===== config.mk =====
export PLATFORM = sky130hd
export DESIGN_NAME = quoted_item_tokenizer_unit_flat
export DESIGN_NICKNAME = d
export VERILOG_FILES = /design/src/rtl/core/qit_pkg.sv /design/src/rtl/core/qit_in_if.sv /design/src/rtl/core/qit_out_if.sv /design/src/rtl/core/qit_front.sv /design/src/rtl/core/qit_queue.sv /design/src/rtl/core/qit_back.sv /design/src/rtl/core/quoted_item_tokenizer_unit.sv /design/src/flat_wrapper.sv
export SDC_FILE = /design/constraint.sdc
export NUM_CORES = 1
export LEC_CHECK = 0
export BUFFER_PORTS_ARGS = -buffer_cell sky130_fd_sc_hd__buf_2
export CAP_MARGIN = 30
export CORE_ASPECT_RATIO = 1.4
export CORE_MARGIN = 2
export CORE_UTILIZATION = 35
export CTS_CLUSTER_DIAMETER = 120
export DETAILED_ROUTE_END_ITERATION = 7
export REMOVE_ABC_BUFFERS = 1
export SKIP_CTS_REPAIR_TIMING = 1
export SLEW_MARGIN = 20
export SYNTH_ARGS = -nofsm -noshare
export SYNTH_HDL_FRONTEND = slang
export SYNTH_SLANG_ARGS = --single-unit

===== constraint.sdc =====
create_clock -name clk_i -period 6.51 [get_ports clk_i]
set_input_delay 1.302 -clock clk_i [delete_from_list [all_inputs] [get_ports clk_i]]
set_output_delay 1.302 -clock clk_i [all_outputs]
set_load 0.02 [all_outputs]

===== src/rtl/core/qit_pkg.sv =====
`timescale 1ns / 1ps
// ----------------------------------------------------------------------------
// Quoted item tokeniser package
// Shared widths, character constants, result kinds and the queue entry type.
// ----------------------------------------------------------------------------
package qit_pkg;

  localparam int unsigned CharW         = 8;
  localparam int unsigned KindW         = 3;
  localparam int unsigned ItemLenW      = 12;
  localparam int unsigned MaxCharsW     = 13;
  localparam int unsigned LengthBits    = 12;
  localparam int unsigned QueueDepth    = 4;

  localparam logic [MaxCharsW-1:0] MaxCharsReset = 13'd128;

  localparam logic [CharW-1:0] CharEsc     = 8'h1B;
  localparam logic [CharW-1:0] CharNewline = 8'h0A;
  localparam logic [CharW-1:0] CharTab     = 8'h09;
  localparam logic [CharW-1:0] CharSpace   = 8'h20;
  localparam logic [CharW-1:0] CharStar    = 8'h2A;
  localparam logic [CharW-1:0] CharSemi    = 8'h3B;
  localparam logic [CharW-1:0] CharEquals  = 8'h3D;
  localparam logic [CharW-1:0] CharQuote   = 8'h22;
  localparam logic [CharW-1:0] CharLowerE  = 8'h65;
  localparam logic [CharW-1:0] CharUpperE  = 8'h45;
  localparam logic [CharW-1:0] CharLowerN  = 8'h6E;
  localparam logic [CharW-1:0] CharUpperN  = 8'h4E;

  typedef enum logic [KindW-1:0] {
    KindChar = 3'd0,
    KindUnquotedEnd = 3'd1,
    KindQuotedEnd = 3'd2,
    KindEquals = 3'd3,
    KindLineEnd = 3'd4,
    KindError = 3'd5
  } result_kind_e;

  // One queue entry: a first result, optionally followed by a line end.
  typedef struct packed {
    result_kind_e           kind;
    logic [CharW-1:0]       ch;
    logic [ItemLenW-1:0]    len;
    logic                   line_after;
  } entry_t;

endpackage


===== src/rtl/core/qit_in_if.sv =====
`timescale 1ns / 1ps
// ----------------------------------------------------------------------------
// Character input channel
// Valid/ready channel carrying one character or an end-of-input mark.
// ----------------------------------------------------------------------------
interface qit_in_if;
  logic                       valid;
  logic                       ready;
  logic [qit_pkg::CharW-1:0]  char_code;
  logic                       end_of_input;

  modport source (output valid, output char_code, output end_of_input, input ready);
  modport sink (input valid, input char_code, input end_of_input, output ready);
endinterface


===== src/rtl/core/qit_out_if.sv =====
`timescale 1ns / 1ps
// ----------------------------------------------------------------------------
// Result output channel
// Valid/ready channel carrying one tokeniser result per transfer.
// ----------------------------------------------------------------------------
interface qit_out_if;
  logic                         valid;
  logic                         ready;
  logic [qit_pkg::KindW-1:0]    result_kind;
  logic [qit_pkg::CharW-1:0]    char_value;
  logic [qit_pkg::ItemLenW-1:0] item_length;
  logic                         last_of_run;

  modport source (output valid, output result_kind, output char_value,
                  output item_length, output last_of_run, input ready);
  modport sink (input valid, input result_kind, input char_value,
                input item_length, input last_of_run, output ready);
endinterface


===== src/rtl/core/qit_front.sv =====
`timescale 1ns / 1ps
// ----------------------------------------------------------------------------
// Tokeniser front end
// Accepts characters, tracks the item phase and count, and queues results.
// ----------------------------------------------------------------------------
module qit_front #(
  parameter int unsigned LengthBits = qit_pkg::LengthBits
) (
  input  logic                           clk_i,
  input  logic                           rst_ni,
  input  logic                           cfg_we_i,
  input  logic [qit_pkg::MaxCharsW-1:0]  cfg_wdata_i,
  qit_in_if.sink                         item_i,
  input  logic                           full_i,
  output logic                           push_o,
  output qit_pkg::entry_t                entry_o
);
  import qit_pkg::*;

  localparam int unsigned CmpW = (LengthBits + 1 > MaxCharsW) ? LengthBits + 1 : MaxCharsW;
  localparam logic [CmpW-1:0] LenMax = CmpW'((1 << LengthBits) - 1);

  typedef enum logic [2:0] {
    PhSkip = 3'd0,
    PhUnq  = 3'd1,
    PhQuo  = 3'd2,
    PhEsc  = 3'd3,
    PhDisc = 3'd4
  } phase_e;

  phase_e                  phase_q, phase_d;
  logic [LengthBits-1:0]   count_q, count_d;
  logic [MaxCharsW-1:0]    max_q;

  logic                    accept;
  logic                    push;
  logic [CharW-1:0]        c;
  logic                    nl, line_end, blank, is_eq, is_quote, is_star;
  logic [CharW-1:0]        mapped;
  logic [CmpW-1:0]         cnt_ext, n_ext, take_len;
  logic                    len_err;
  logic [ItemLenW-1:0]     cnt_len;
  entry_t                  take_entry;
  logic [LengthBits-1:0]   take_count;

  assign item_i.ready = !full_i;
  assign accept       = item_i.valid && item_i.ready;
  assign push_o       = accept && push;

  assign c        = item_i.char_code;
  assign nl       = item_i.end_of_input || (c == CharNewline);
  assign line_end = nl || (c == CharSemi);
  assign blank    = (c == CharSpace) || (c == CharTab);
  assign is_eq    = (c == CharEquals);
  assign is_quote = (c == CharQuote);
  assign is_star  = (c == CharStar);

  always_comb begin
    mapped = c;
    if (phase_q == PhEsc) begin
      if ((c == CharLowerE) || (c == CharUpperE)) begin
        mapped = CharEsc;
      end else if ((c == CharLowerN) || (c == CharUpperN)) begin
        mapped = CharNewline;
      end
    end
  end

  assign cnt_ext    = CmpW'(count_q);
  assign n_ext      = cnt_ext + CmpW'(1);
  assign cnt_len    = cnt_ext[ItemLenW-1:0];
  assign len_err    = (n_ext >= CmpW'(max_q)) || (n_ext > LenMax);
  assign take_len   = (n_ext > LenMax) ? LenMax : n_ext;
  assign take_count = len_err ? '0 : n_ext[LengthBits-1:0];

  always_comb begin
    take_entry.kind       = len_err ? KindError : KindChar;
    take_entry.ch         = len_err ? '0 : mapped;
    take_entry.len        = take_len[ItemLenW-1:0];
    take_entry.line_after = 1'b0;
  end

  always_comb begin
    phase_d = phase_q;
    count_d = count_q;
    push    = 1'b0;
    entry_o = '{kind: KindLineEnd, ch: '0, len: '0, line_after: 1'b0};
    case (phase_q)
      PhUnq: begin
        if (line_end || blank || is_eq) begin
          push               = 1'b1;
          entry_o.kind       = KindUnquotedEnd;
          entry_o.len        = cnt_len;
          entry_o.line_after = line_end;
          phase_d            = PhSkip;
          count_d            = '0;
        end else begin
          push    = 1'b1;
          entry_o = take_entry;
          phase_d = len_err ? PhDisc : PhUnq;
          count_d = take_count;
        end
      end
      PhQuo, PhEsc: begin
        if (nl) begin
          push               = 1'b1;
          entry_o.kind       = KindError;
          entry_o.len        = cnt_len;
          entry_o.line_after = 1'b1;
          phase_d            = PhSkip;
          count_d            = '0;
        end else if ((phase_q == PhQuo) && is_quote) begin
          push         = 1'b1;
          entry_o.kind = KindQuotedEnd;
          entry_o.len  = cnt_len;
          phase_d      = PhSkip;
          count_d      = '0;
        end else if ((phase_q == PhQuo) && is_star) begin
          phase_d = PhEsc;
        end else begin
          push    = 1'b1;
          entry_o = take_entry;
          phase_d = len_err ? PhDisc : PhQuo;
          count_d = take_count;
        end
      end
      PhDisc: begin
        if (line_end) begin
          push    = 1'b1;
          phase_d = PhSkip;
          count_d = '0;
        end
      end
      default: begin
        phase_d = PhSkip;
        count_d = '0;
        if (line_end) begin
          push = 1'b1;
        end else if (blank) begin
          push = 1'b0;
        end else if (is_quote) begin
          phase_d = PhQuo;
        end else if (is_eq) begin
          push         = 1'b1;
          entry_o.kind = KindEquals;
        end else begin
          push    = 1'b1;
          entry_o = take_entry;
          phase_d = len_err ? PhDisc : PhUnq;
          count_d = take_count;
        end
      end
    endcase
  end

  always_ff @(posedge clk_i or negedge rst_ni) begin
    if (!rst_ni) begin
      phase_q <= PhSkip;
      count_q <= '0;
      max_q   <= MaxCharsReset;
    end else begin
      if (accept) begin
        phase_q <= phase_d;
        count_q <= count_d;
      end
      if (cfg_we_i) begin
        max_q <= cfg_wdata_i;
      end
    end
  end

endmodule


===== src/rtl/core/qit_queue.sv =====
`timescale 1ns / 1ps
// ----------------------------------------------------------------------------
// Tokeniser result queue
// Short first-in first-out queue of result entries between front and back.
// ----------------------------------------------------------------------------
module qit_queue (
  input  logic             clk_i,
  input  logic             rst_ni,
  input  logic             push_i,
  input  qit_pkg::entry_t  wr_entry_i,
  input  logic             pop_i,
  output qit_pkg::entry_t  rd_entry_o,
  output logic             full_o,
  output logic             empty_o
);
  import qit_pkg::*;

  localparam int unsigned PtrW = (QueueDepth > 1) ? $clog2(QueueDepth) : 1;
  localparam int unsigned CntW = $clog2(QueueDepth + 1);
  localparam logic [PtrW-1:0] LastPtr = PtrW'(QueueDepth - 1);

  entry_t             store_q [QueueDepth];
  logic [PtrW-1:0]    wr_ptr_q, rd_ptr_q;
  logic [CntW-1:0]    count_q;
  logic               do_push, do_pop;

  assign full_o     = (count_q == CntW'(QueueDepth));
  assign empty_o    = (count_q == '0);
  assign do_push    = push_i && !full_o;
  assign do_pop     = pop_i && !empty_o;
  assign rd_entry_o = store_q[rd_ptr_q];

  always_ff @(posedge clk_i) begin
    if (do_push) begin
      store_q[wr_ptr_q] <= wr_entry_i;
    end
  end

  always_ff @(posedge clk_i or negedge rst_ni) begin
    if (!rst_ni) begin
      wr_ptr_q <= '0;
      rd_ptr_q <= '0;
      count_q  <= '0;
    end else begin
      if (do_push) begin
        wr_ptr_q <= (wr_ptr_q == LastPtr) ? '0 : wr_ptr_q + PtrW'(1);
      end
      if (do_pop) begin
        rd_ptr_q <= (rd_ptr_q == LastPtr) ? '0 : rd_ptr_q + PtrW'(1);
      end
      if (do_push && !do_pop) begin
        count_q <= count_q + CntW'(1);
      end else if (do_pop && !do_push) begin
        count_q <= count_q - CntW'(1);
      end
    end
  end

endmodule


===== src/rtl/core/qit_back.sv =====
`timescale 1ns / 1ps
// ----------------------------------------------------------------------------
// Tokeniser back end
// Unpacks queue entries into single results held in an output register.
// ----------------------------------------------------------------------------
module qit_back (
  input  logic             clk_i,
  input  logic             rst_ni,
  input  qit_pkg::entry_t  entry_i,
  input  logic             empty_i,
  output logic             pop_o,
  qit_out_if.source        result_o
);
  import qit_pkg::*;

  logic                  out_valid_q;
  logic                  pending_q;
  result_kind_e          kind_q;
  logic [CharW-1:0]      ch_q;
  logic [ItemLenW-1:0]   len_q;
  logic                  last_q;
  logic                  load;

  assign load  = !out_valid_q || result_o.ready;
  assign pop_o = load && !pending_q && !empty_i;

  assign result_o.valid       = out_valid_q;
  assign result_o.result_kind = kind_q;
  assign result_o.char_value  = ch_q;
  assign result_o.item_length = len_q;
  assign result_o.last_of_run = last_q;

  always_ff @(posedge clk_i or negedge rst_ni) begin
    if (!rst_ni) begin
      out_valid_q <= 1'b0;
      pending_q   <= 1'b0;
    end else if (load) begin
      if (pending_q) begin
        out_valid_q <= 1'b1;
        pending_q   <= 1'b0;
      end else if (!empty_i) begin
        out_valid_q <= 1'b1;
        pending_q   <= entry_i.line_after;
      end else begin
        out_valid_q <= 1'b0;
      end
    end
  end

  always_ff @(posedge clk_i) begin
    if (load) begin
      if (pending_q) begin
        kind_q <= KindLineEnd;
        ch_q   <= '0;
        len_q  <= '0;
        last_q <= 1'b1;
      end else if (!empty_i) begin
        kind_q <= entry_i.kind;
        ch_q   <= entry_i.ch;
        len_q  <= entry_i.len;
        last_q <= !entry_i.line_after;
      end
    end
  end

endmodule


===== src/rtl/core/quoted_item_tokenizer_unit.sv =====
`timescale 1ns / 1ps
// ----------------------------------------------------------------------------
// Quoted item tokeniser
// Splits a character stream into plain, quoted and equals items, line ends and errors.
// ----------------------------------------------------------------------------
// One character is taken in every cycle while the four-entry result queue has
// room; a character is classified in the cycle of its transfer. Results leave
// through an output register at one per cycle while the receiver is ready, so a
// character that causes an item end followed by a line end yields two results,
// and the sustained rate is set by that register: one result transfer per cycle.
module quoted_item_tokenizer_unit #(
  parameter int unsigned LengthBits = qit_pkg::LengthBits
) (
  input  logic                           clk_i,
  input  logic                           rst_ni,
  input  logic                           cfg_we_i,
  input  logic [qit_pkg::MaxCharsW-1:0]  cfg_wdata_i,
  qit_in_if.sink                         item_i,
  qit_out_if.source                      result_o
);
  import qit_pkg::*;

  entry_t  push_entry, pop_entry;
  logic    push, pop, full, empty;

  qit_front #(
    .LengthBits(LengthBits)
  ) u_front (
    .clk_i      (clk_i),
    .rst_ni     (rst_ni),
    .cfg_we_i   (cfg_we_i),
    .cfg_wdata_i(cfg_wdata_i),
    .item_i     (item_i),
    .full_i     (full),
    .push_o     (push),
    .entry_o    (push_entry)
  );

  qit_queue u_queue (
    .clk_i     (clk_i),
    .rst_ni    (rst_ni),
    .push_i    (push),
    .wr_entry_i(push_entry),
    .pop_i     (pop),
    .rd_entry_o(pop_entry),
    .full_o    (full),
    .empty_o   (empty)
  );

  qit_back u_back (
    .clk_i   (clk_i),
    .rst_ni  (rst_ni),
    .entry_i (pop_entry),
    .empty_i (empty),
    .pop_o   (pop),
    .result_o(result_o)
  );

endmodule

===== src/flat_wrapper.sv =====
// flat-port wrapper written by rule: the top's interface ports become plain ports
module quoted_item_tokenizer_unit_flat import qit_pkg::*;
#(
  parameter int unsigned LengthBits = qit_pkg::LengthBits
)
  (clk_i, rst_ni, cfg_we_i, cfg_wdata_i, item_i_valid, item_i_char_code, item_i_end_of_input, item_i_ready, result_o_valid, result_o_result_kind, result_o_char_value, result_o_item_length, result_o_last_of_run, result_o_ready);
  qit_in_if item_i_i ();
  qit_out_if result_o_i ();
  input  logic clk_i;
  input  logic rst_ni;
  input  logic cfg_we_i;
  input  logic [qit_pkg::MaxCharsW-1:0] cfg_wdata_i;
  input wire logic [$bits(item_i_i.valid)-1:0] item_i_valid;
  input wire logic [$bits(item_i_i.char_code)-1:0] item_i_char_code;
  input wire logic [$bits(item_i_i.end_of_input)-1:0] item_i_end_of_input;
  output wire logic [$bits(item_i_i.ready)-1:0] item_i_ready;
  output wire logic [$bits(result_o_i.valid)-1:0] result_o_valid;
  output wire logic [$bits(result_o_i.result_kind)-1:0] result_o_result_kind;
  output wire logic [$bits(result_o_i.char_value)-1:0] result_o_char_value;
  output wire logic [$bits(result_o_i.item_length)-1:0] result_o_item_length;
  output wire logic [$bits(result_o_i.last_of_run)-1:0] result_o_last_of_run;
  input wire logic [$bits(result_o_i.ready)-1:0] result_o_ready;
  assign item_i_i.valid = item_i_valid;
  assign item_i_i.char_code = item_i_char_code;
  assign item_i_i.end_of_input = item_i_end_of_input;
  assign item_i_ready = item_i_i.ready;
  assign result_o_valid = result_o_i.valid;
  assign result_o_result_kind = result_o_i.result_kind;
  assign result_o_char_value = result_o_i.char_value;
  assign result_o_item_length = result_o_i.item_length;
  assign result_o_last_of_run = result_o_i.last_of_run;
  assign result_o_i.ready = result_o_ready;
  quoted_item_tokenizer_unit #(.LengthBits(LengthBits)) u_core (.clk_i(clk_i), .rst_ni(rst_ni), .cfg_we_i(cfg_we_i), .cfg_wdata_i(cfg_wdata_i), .item_i(item_i_i), .result_o(result_o_i));
endmodule

* After elaboration in Yosys (flattened, before gate mapping)
Memories as Yosys holds them, arrays and structs flattened.
Index checks and enable logic that the tools add are counted.
Widths: inputs -> output; s select.
** Storage, ports and cells
- Register bits :: 61
- RAM bits :: 96
- Input port bits :: 27
- Output and inout bits :: 26
- Logic and storage cells :: 141
- Memories :: 1
** Memories
- u_core.u_queue.store_q :: depth 4, width 24, read ports 1, clocked after memory_dff 0, write ports 1, RTL line qit_queue.sv:22 : entry_t store_q [QueueDepth];
** Cells by class
- Add/subtract/negate cells :: 5
- Magnitude comparators :: 2
- Eq/ne operators :: 21
- Muxes and demuxes :: 68
- Reduce and logical (&&, ||, !) cells :: 32
** Operator list (number)
- $mux 12 :: 13
- $mux 24 :: 4
- $pmux 24 s3 :: 1
- $mux 8 :: 8
- $mux 3 :: 19
- $eq 8x6->1 const B :: 5
- $pmux 12 s3 :: 1
- $eq 8x7->1 const B :: 4
- $mux 13 :: 2
- $mux 21 :: 1
- $eq 8x4->1 const B :: 2
- $mux 1 :: 15
- $add 12x1->13 const B :: 1
- $ge 13x13->1 :: 1
- $gt 13x12->1 const B :: 1
- $logic_and 1x1->1 :: 10
- $logic_or 1x1->1 :: 9
- $pmux 3 s3 :: 1
- $logic_not 1->1 :: 7
- $eq 3x2->1 const B :: 2
- $eq 3x3->1 const B :: 2
- $add 2x1->2 const B :: 2
- $eq 2x2->1 const B :: 2
- $mux 2 :: 2
- 12 further kinds :: 13

* Depth between registers and ports, before layout
- Depth after elaboration :: 12
- Depth in mapped cells :: 13

* Modules after synthesis
A second synthesis with hierarchy kept.
** Second synthesis, totals
- Cells, all modules :: 550
- Area total of the unflattened synthesis :: 7465.9 sq um
** By module, submodules not included
- qit_queue :: instances 1, cells each 163, area an instance 3928.8 sq um, seq. area each 3057.9 sq um
- qit_front :: instances 1, cells each 328, area an instance 2543.7 sq um, seq. area each 701.9 sq um
- qit_back :: instances 1, cells each 59, area an instance 993.5 sq um, seq. area each 770.7 sq um

* Worst setup path before layout
No wires, ideal clock.
- Path kind :: input to register
- From :: input item_i_char_code[3]
- To :: register u_core.u_queue.count_q[2]
- Arrival time :: 3912 ps
- Required time :: 6431 ps
- Setup slack :: 2519 ps
- Stages :: 13
- Cells stage by stage :: buf_4 nor3b_1 o211a_1 nor2_1 a31oi_2 o21ai_0 a21oi_2 ha_1 inv_1 fa_1 xor2_1 nor2_1 xor2_1
** Between the ends
- Word-level cells in the longest chain between the ends :: 11
- Elaborated cells between the ends (all ways) :: 26
** Ends and longest elaborated chain
- start: declaration :: RTL line flat_wrapper.sv:14 : input wire logic [$bits(item_i_i.char_code)-1:0] item_i_char_code;
- $eq 8x6->1 :: RTL line qit_front.sv:56 : assign is_star = (c == CharStar);
- $logic_and 1x1->1 :: RTL line qit_front.sv:118 : end else if ((phase_q == PhQuo) && is_star) begin
- $mux 1 :: RTL line qit_front.sv:118
- $mux 1 :: RTL line qit_front.sv:112 : end else if ((phase_q == PhQuo) && is_quote) begin
- $mux 1 :: RTL line qit_front.sv:105 : if (nl) begin
- $pmux 1 s3 (*) :: RTL line qit_front.sv:88 : case (phase_q)
- $logic_and 1x1->1 (*) :: RTL line qit_front.sv:48 : assign push_o = accept && push;
- $logic_and 1x1->1 (*) :: RTL line qit_queue.sv:29 : assign do_push = push_i && !full_o;
- via u_core.u_queue.do_push :: RTL line qit_queue.sv:25 : logic do_push, do_pop;
- $logic_not 1->1 :: RTL line qit_queue.sv:53 : end else if (do_pop && !do_push) begin
- $logic_and 1x1->1 :: RTL line qit_queue.sv:53
- $reduce_bool 2->1 (no line)
- end signal: assignment :: RTL line qit_queue.sv:52 : count_q <= count_q + CntW'(1);
- end signal: assignment :: RTL line qit_queue.sv:54 : count_q <= count_q - CntW'(1);
- end: declaration :: RTL line qit_queue.sv:24 : logic [CntW-1:0] count_q;
Mark *: on every way through the listed nets, which the timed path passes. The rest lies on a longest branch.
A chain may end at the register's enable or synchronous reset.

* Worst setup path after layout
- From :: register u_core.u_front.count_q[0] (netlist: u_core.u_front.cnt_len[0])
- To :: register u_core.u_front.count_q[5] (netlist: u_core.u_front.cnt_len[5])
** Between the ends
- Word-level cells in the longest chain between the ends :: 9
- Elaborated cells between the ends (all ways) :: 14
** Ends and longest elaborated chain
- start: declaration :: RTL line qit_front.sv:32 : logic [LengthBits-1:0] count_q, count_d;
- start signal: assignment :: RTL line qit_front.sv:164 : count_q <= count_d;
- $add 12x1->13 (*) :: RTL line qit_front.sv:70 : assign n_ext = cnt_ext + CmpW'(1);
- $ge 13x13->1 or $gt 13x12->1 (tied branches) :: RTL line qit_front.sv:72 : assign len_err = (n_ext >= CmpW'(max_q)) || (n_ext > LenMax);
- $logic_or 1x1->1 :: RTL line qit_front.sv:72
- $mux 12 (*) :: RTL line qit_front.sv:74 : assign take_count = len_err ? '0 : n_ext[LengthBits-1:0];
- $mux 12 :: RTL line qit_front.sv:143 : end else if (is_eq) begin
- $mux 12 :: RTL line qit_front.sv:141 : end else if (is_quote) begin
- $mux 12 :: RTL line qit_front.sv:139 : end else if (blank) begin
- $mux 12 :: RTL line qit_front.sv:137 : if (line_end) begin
- $pmux 12 s3 (*) :: RTL line qit_front.sv:88
Every way passes the cells marked *; elsewhere a longest branch is shown, timed or not. The select of a mux whose other input is x is not followed.

==> flow_metrics.env <==
export IMPL_finalHoldViolCount=0
export IMPL_path_clk_slew_ns=0.06
export IMPL_die_width_um=126
export IMPL_skew_ns=0.0131
export IMPL_die_h_um=175
export IMPL_grt_max_degree=38
export IMPL_antenna_found_initial=0
export IMPL_grt_pass1_wl_um=24000
export IMPL_min_period_ns=4.23
export IMPL_crit_start="u_core.u_front.cnt_len[0]$_DFFE_PN0P_"
export IMPL_endpoint_kind="flip-flop"
export IMPL_r2r_end="u_core.u_front.cnt_len[5]$_DFFE_PN0P_"
export IMPL_start_kind="flip-flop"
export IMPL_grt_pass1_vias=4615
export IMPL_powerDensity_nw_per_um2=421
export IMPL_p_leak_nw=3.22
export IMPL_cap_violations=0
export IMPL_pin_count=53
export IMPL_rsz0062_at_grt="no"
export IMPL_area_growth_syn_to_layout_pct=15.7
export IMPL_r2r_start="u_core.u_front.cnt_len[0]$_DFFE_PN0P_"
export IMPL_grt_use_total_pct=14.0
export IMPL_drv_slew=0
export IMPL_max_freq_mhz=236
export IMPL_synth_edff_count=120
export IMPL_status="finished, final reports clean"
export IMPL_worstMarginPinSlew_ns=0.880
export IMPL_syn_area_um2=7290
export IMPL_dieArea_um2=22000
export IMPL_cp_required_ns=6.84
export IMPL_setup_viol=0
export IMPL_drc_errors=0
export IMPL_numPortBuffers=52
export IMPL_gp_congestion=0.855
export IMPL_r2r_cells=13
export IMPL_final_cell_mix="edfxtp_1 (120), nand2_1 (52), buf_2 (52), dfrtp_1 (36), o21ai_0 (32)"
export IMPL_hpwl_um=10200
export IMPL_ys_dominant_reg_cell="edfxtp_1"
export IMPL_hold_class="reg -> reg"
export IMPL_drtIter0Drc=404
export IMPL_mostFrequentLayoutCell="edfxtp_1"
export IMPL_synth_warnings=0
export IMPL_async_flop_share_pct=23.6
export IMPL_period_share_pct=65.0
export IMPL_wl_per_cell_um=16.8
export IMPL_ys_types=66
export IMPL_drive_gt1_share_pct=23.3
export IMPL_start_util_pct=35.6
export IMPL_slew_headroom_pct=41.3
export IMPL_drtAntennaViolNets=0
export IMPL_clock_latency_ns=0.43
export IMPL_final_nets=645
export IMPL_fin_setup_tns_ns=0
export IMPL_critPathCapture="u_core.u_front.cnt_len[5]$_DFFE_PN0P_"
export IMPL_synth_seq_area_share_pct=62.1
export IMPL_clkSinkCount=157
export IMPL_vias_per_cell=5.18
export IMPL_syn_inst=538
export IMPL_cp_max_fo=10
export IMPL_diodes=0
export IMPL_via_count=4478
export IMPL_hold_slack_ns=0.515
export IMPL_clockBufferDepth=2
export IMPL_cts_buffers=17
export IMPL_wirelength_um=14600
export IMPL_arrival_ns=4.56
export IMPL_rows=62
export IMPL_postSynthAreaPerCell_um2=13.6
export IMPL_rrSetupSlack_ns=2.28
export IMPL_htreeDepth=4
export IMPL_synth_seq_cells=157
export IMPL_cts_root_buf="clkbuf_16"
export IMPL_cts_tree="yes"
export IMPL_ir_drop_uv=199
export IMPL_core_um2=20500
export IMPL_grt_overflow=0
export IMPL_path_class="reg -> reg"
export IMPL_first_pass_iters=5
==> cell type report <==
cell class / instances / area (µm²)
Clock buffer: 18 / 429
Sequential cell: 157 / 4530
Multi-Input combinational cell: 329 / 2560
Fill cell: 1941 / 12000
Clock inverter: 14 / 133
Timing Repair Buffer: 60 / 353
Inverter: 31 / 116
Tap cell: 256 / 320
==> synth_stat cells (all sizes together) (7+ instances only) <==
| cell | count | area share [%] |
|---|---|---|
| edfxtp | 120 | 49 |
| nand2 | 52 | 2.7 |
| dfrtp | 36 | 12 |
| o21ai | 32 | 2.2 |
| inv | 31 | 1.6 |
| nor2b | 28 | 2.4 |
| mux4 | 24 | 7.4 |
| nor2 | 23 | 1.2 |
| ha | 21 | 3.6 |
| a21oi | 16 | 1.2 |
| clkbuf | 14 | 0.74 |
| nor3 | 12 | 0.96 |
| a22o | 8 | 0.96 |
| and3 | 8 | 0.79 |
| buf | 7 | 0.50 |
| nand4 | 7 | 0.60 |
==> layer usage <==
metal  GRT usage (%)  vias to the layer above  part of all wire (%)
li1                -                     2132                     -
met1            15.6                     2199                    40
met2            25.2                      113                    53
met3            3.34                       34                   4.1
met4            6.32                        0                   2.8
met5               0                        -                     0
==> stage by stage <==
| step | instance area [µm²] | power (mW) | worst slack (ns) | utilization (%) | std cells |
|---|---|---|---|---|---|
| finish | 8440 | 3.55 | 2.28 | 41.2 | 865 |
| global route | 8440 | 3.77 | 1.71 | 41.2 | 865 |
| CTS | 8420 | 3.60 | 2.31 | 41.1 | 864 |
| detailed placement | 7860 | 2.66 | 2.07 | 38.4 | 832 |
| global placement | 7830 | 2.61 | 1.97 | 38.2 | 831 |
| floorplan | 7200 | 2.29 | 2.35 | - | 517 |
==> cells by family after synthesis <==
group	count (synthesis)	synth area share, %
AND/OR/NAND/NOR	174	12.9
flip-flops	157	62.1
AO/OA/AOI/OAI	91	8.46
buffers and inverters	52	2.83
multiplexers	31	8.47
adder cells (fa/ha/maj)	22	3.88
XOR/XNOR	11	1.32
==> state kept, by name (all words and copies together), names as in the netlist <==
name	cells
u_core.u_back.result_o.valid	1
u_core.u_queue.store_q	96
u_core.u_back.pending_q	1
u_core.u_back.result_o.result_kind	3
u_core.u_back.result_o.char_value	8
u_core.u_queue.count_q	3
u_core.u_front.cnt_len	12
u_core.u_queue.wr_ptr_q	2
u_core.u_queue.rd_ptr_q	2
u_core.u_front.max_q	13
u_core.u_back.result_o.item_length	12
u_core.u_front.phase_q	3
u_core.u_back.result_o.last_of_run	1
==> where the power goes <==
group | internal (mW) | total (mW) | leakage, nW | switching (mW)
Sequential | 1.43 | 1.55 | 1.60 | 0.122
Combinational | 0.457 | 1.05 | 1.36 | 0.596
Clock | 0.532 | 0.943 | 0.265 | 0.411
==> worst min-delay path by stage <==
| stage | start | end | slack, ns | depth (start not counted) |
|---|---|---|---|---|
| 4_1_cts | u_core.u_front.max_q[7]$_DFFE_PN1P_ | u_core.u_front.max_q[7]$_DFFE_PN1P_ | 0.51 | 2 |
| 3_5_place_dp | u_core.u_front.max_q[7]$_DFFE_PN1P_ | u_core.u_front.max_q[7]$_DFFE_PN1P_ | 0.50 | 2 |
| 2_1_floorplan | u_core.u_front.max_q[7]$_DFFE_PN1P_ | u_core.u_front.max_q[7]$_DFFE_PN1P_ | 0.47 | 2 |
| 6_report | u_core.u_front.max_q[7]$_DFFE_PN1P_ | u_core.u_front.max_q[7]$_DFFE_PN1P_ | 0.51 | 2 |
| 5_1_grt | u_core.u_front.max_q[7]$_DFFE_PN1P_ | u_core.u_front.max_q[7]$_DFFE_PN1P_ | 0.54 | 2 |
| 3_3_place_gp | u_core.u_queue.count_q[2]$_DFFE_PN0P_ | u_core.u_queue.count_q[2]$_DFFE_PN0P_ | 0.50 | 1 |
==> critical path, stage by stage, from the launching register on <==
cell and delay [ns]:
dfrtp_1 0.51, ha_1 0.35, inv_1 0.12, nor2_1 0.37, nand4_1 0.17, xnor2_1 0.33
ha_1 0.31, a21oi_1 0.13, o21ai_0 0.10, a21oi_1 0.14, o21ai_0 0.23, nor3_2 0.60
nand3_1 0.45, o211ai_1 0.30
Note: power is estimated with default switching activity, not from simulation.
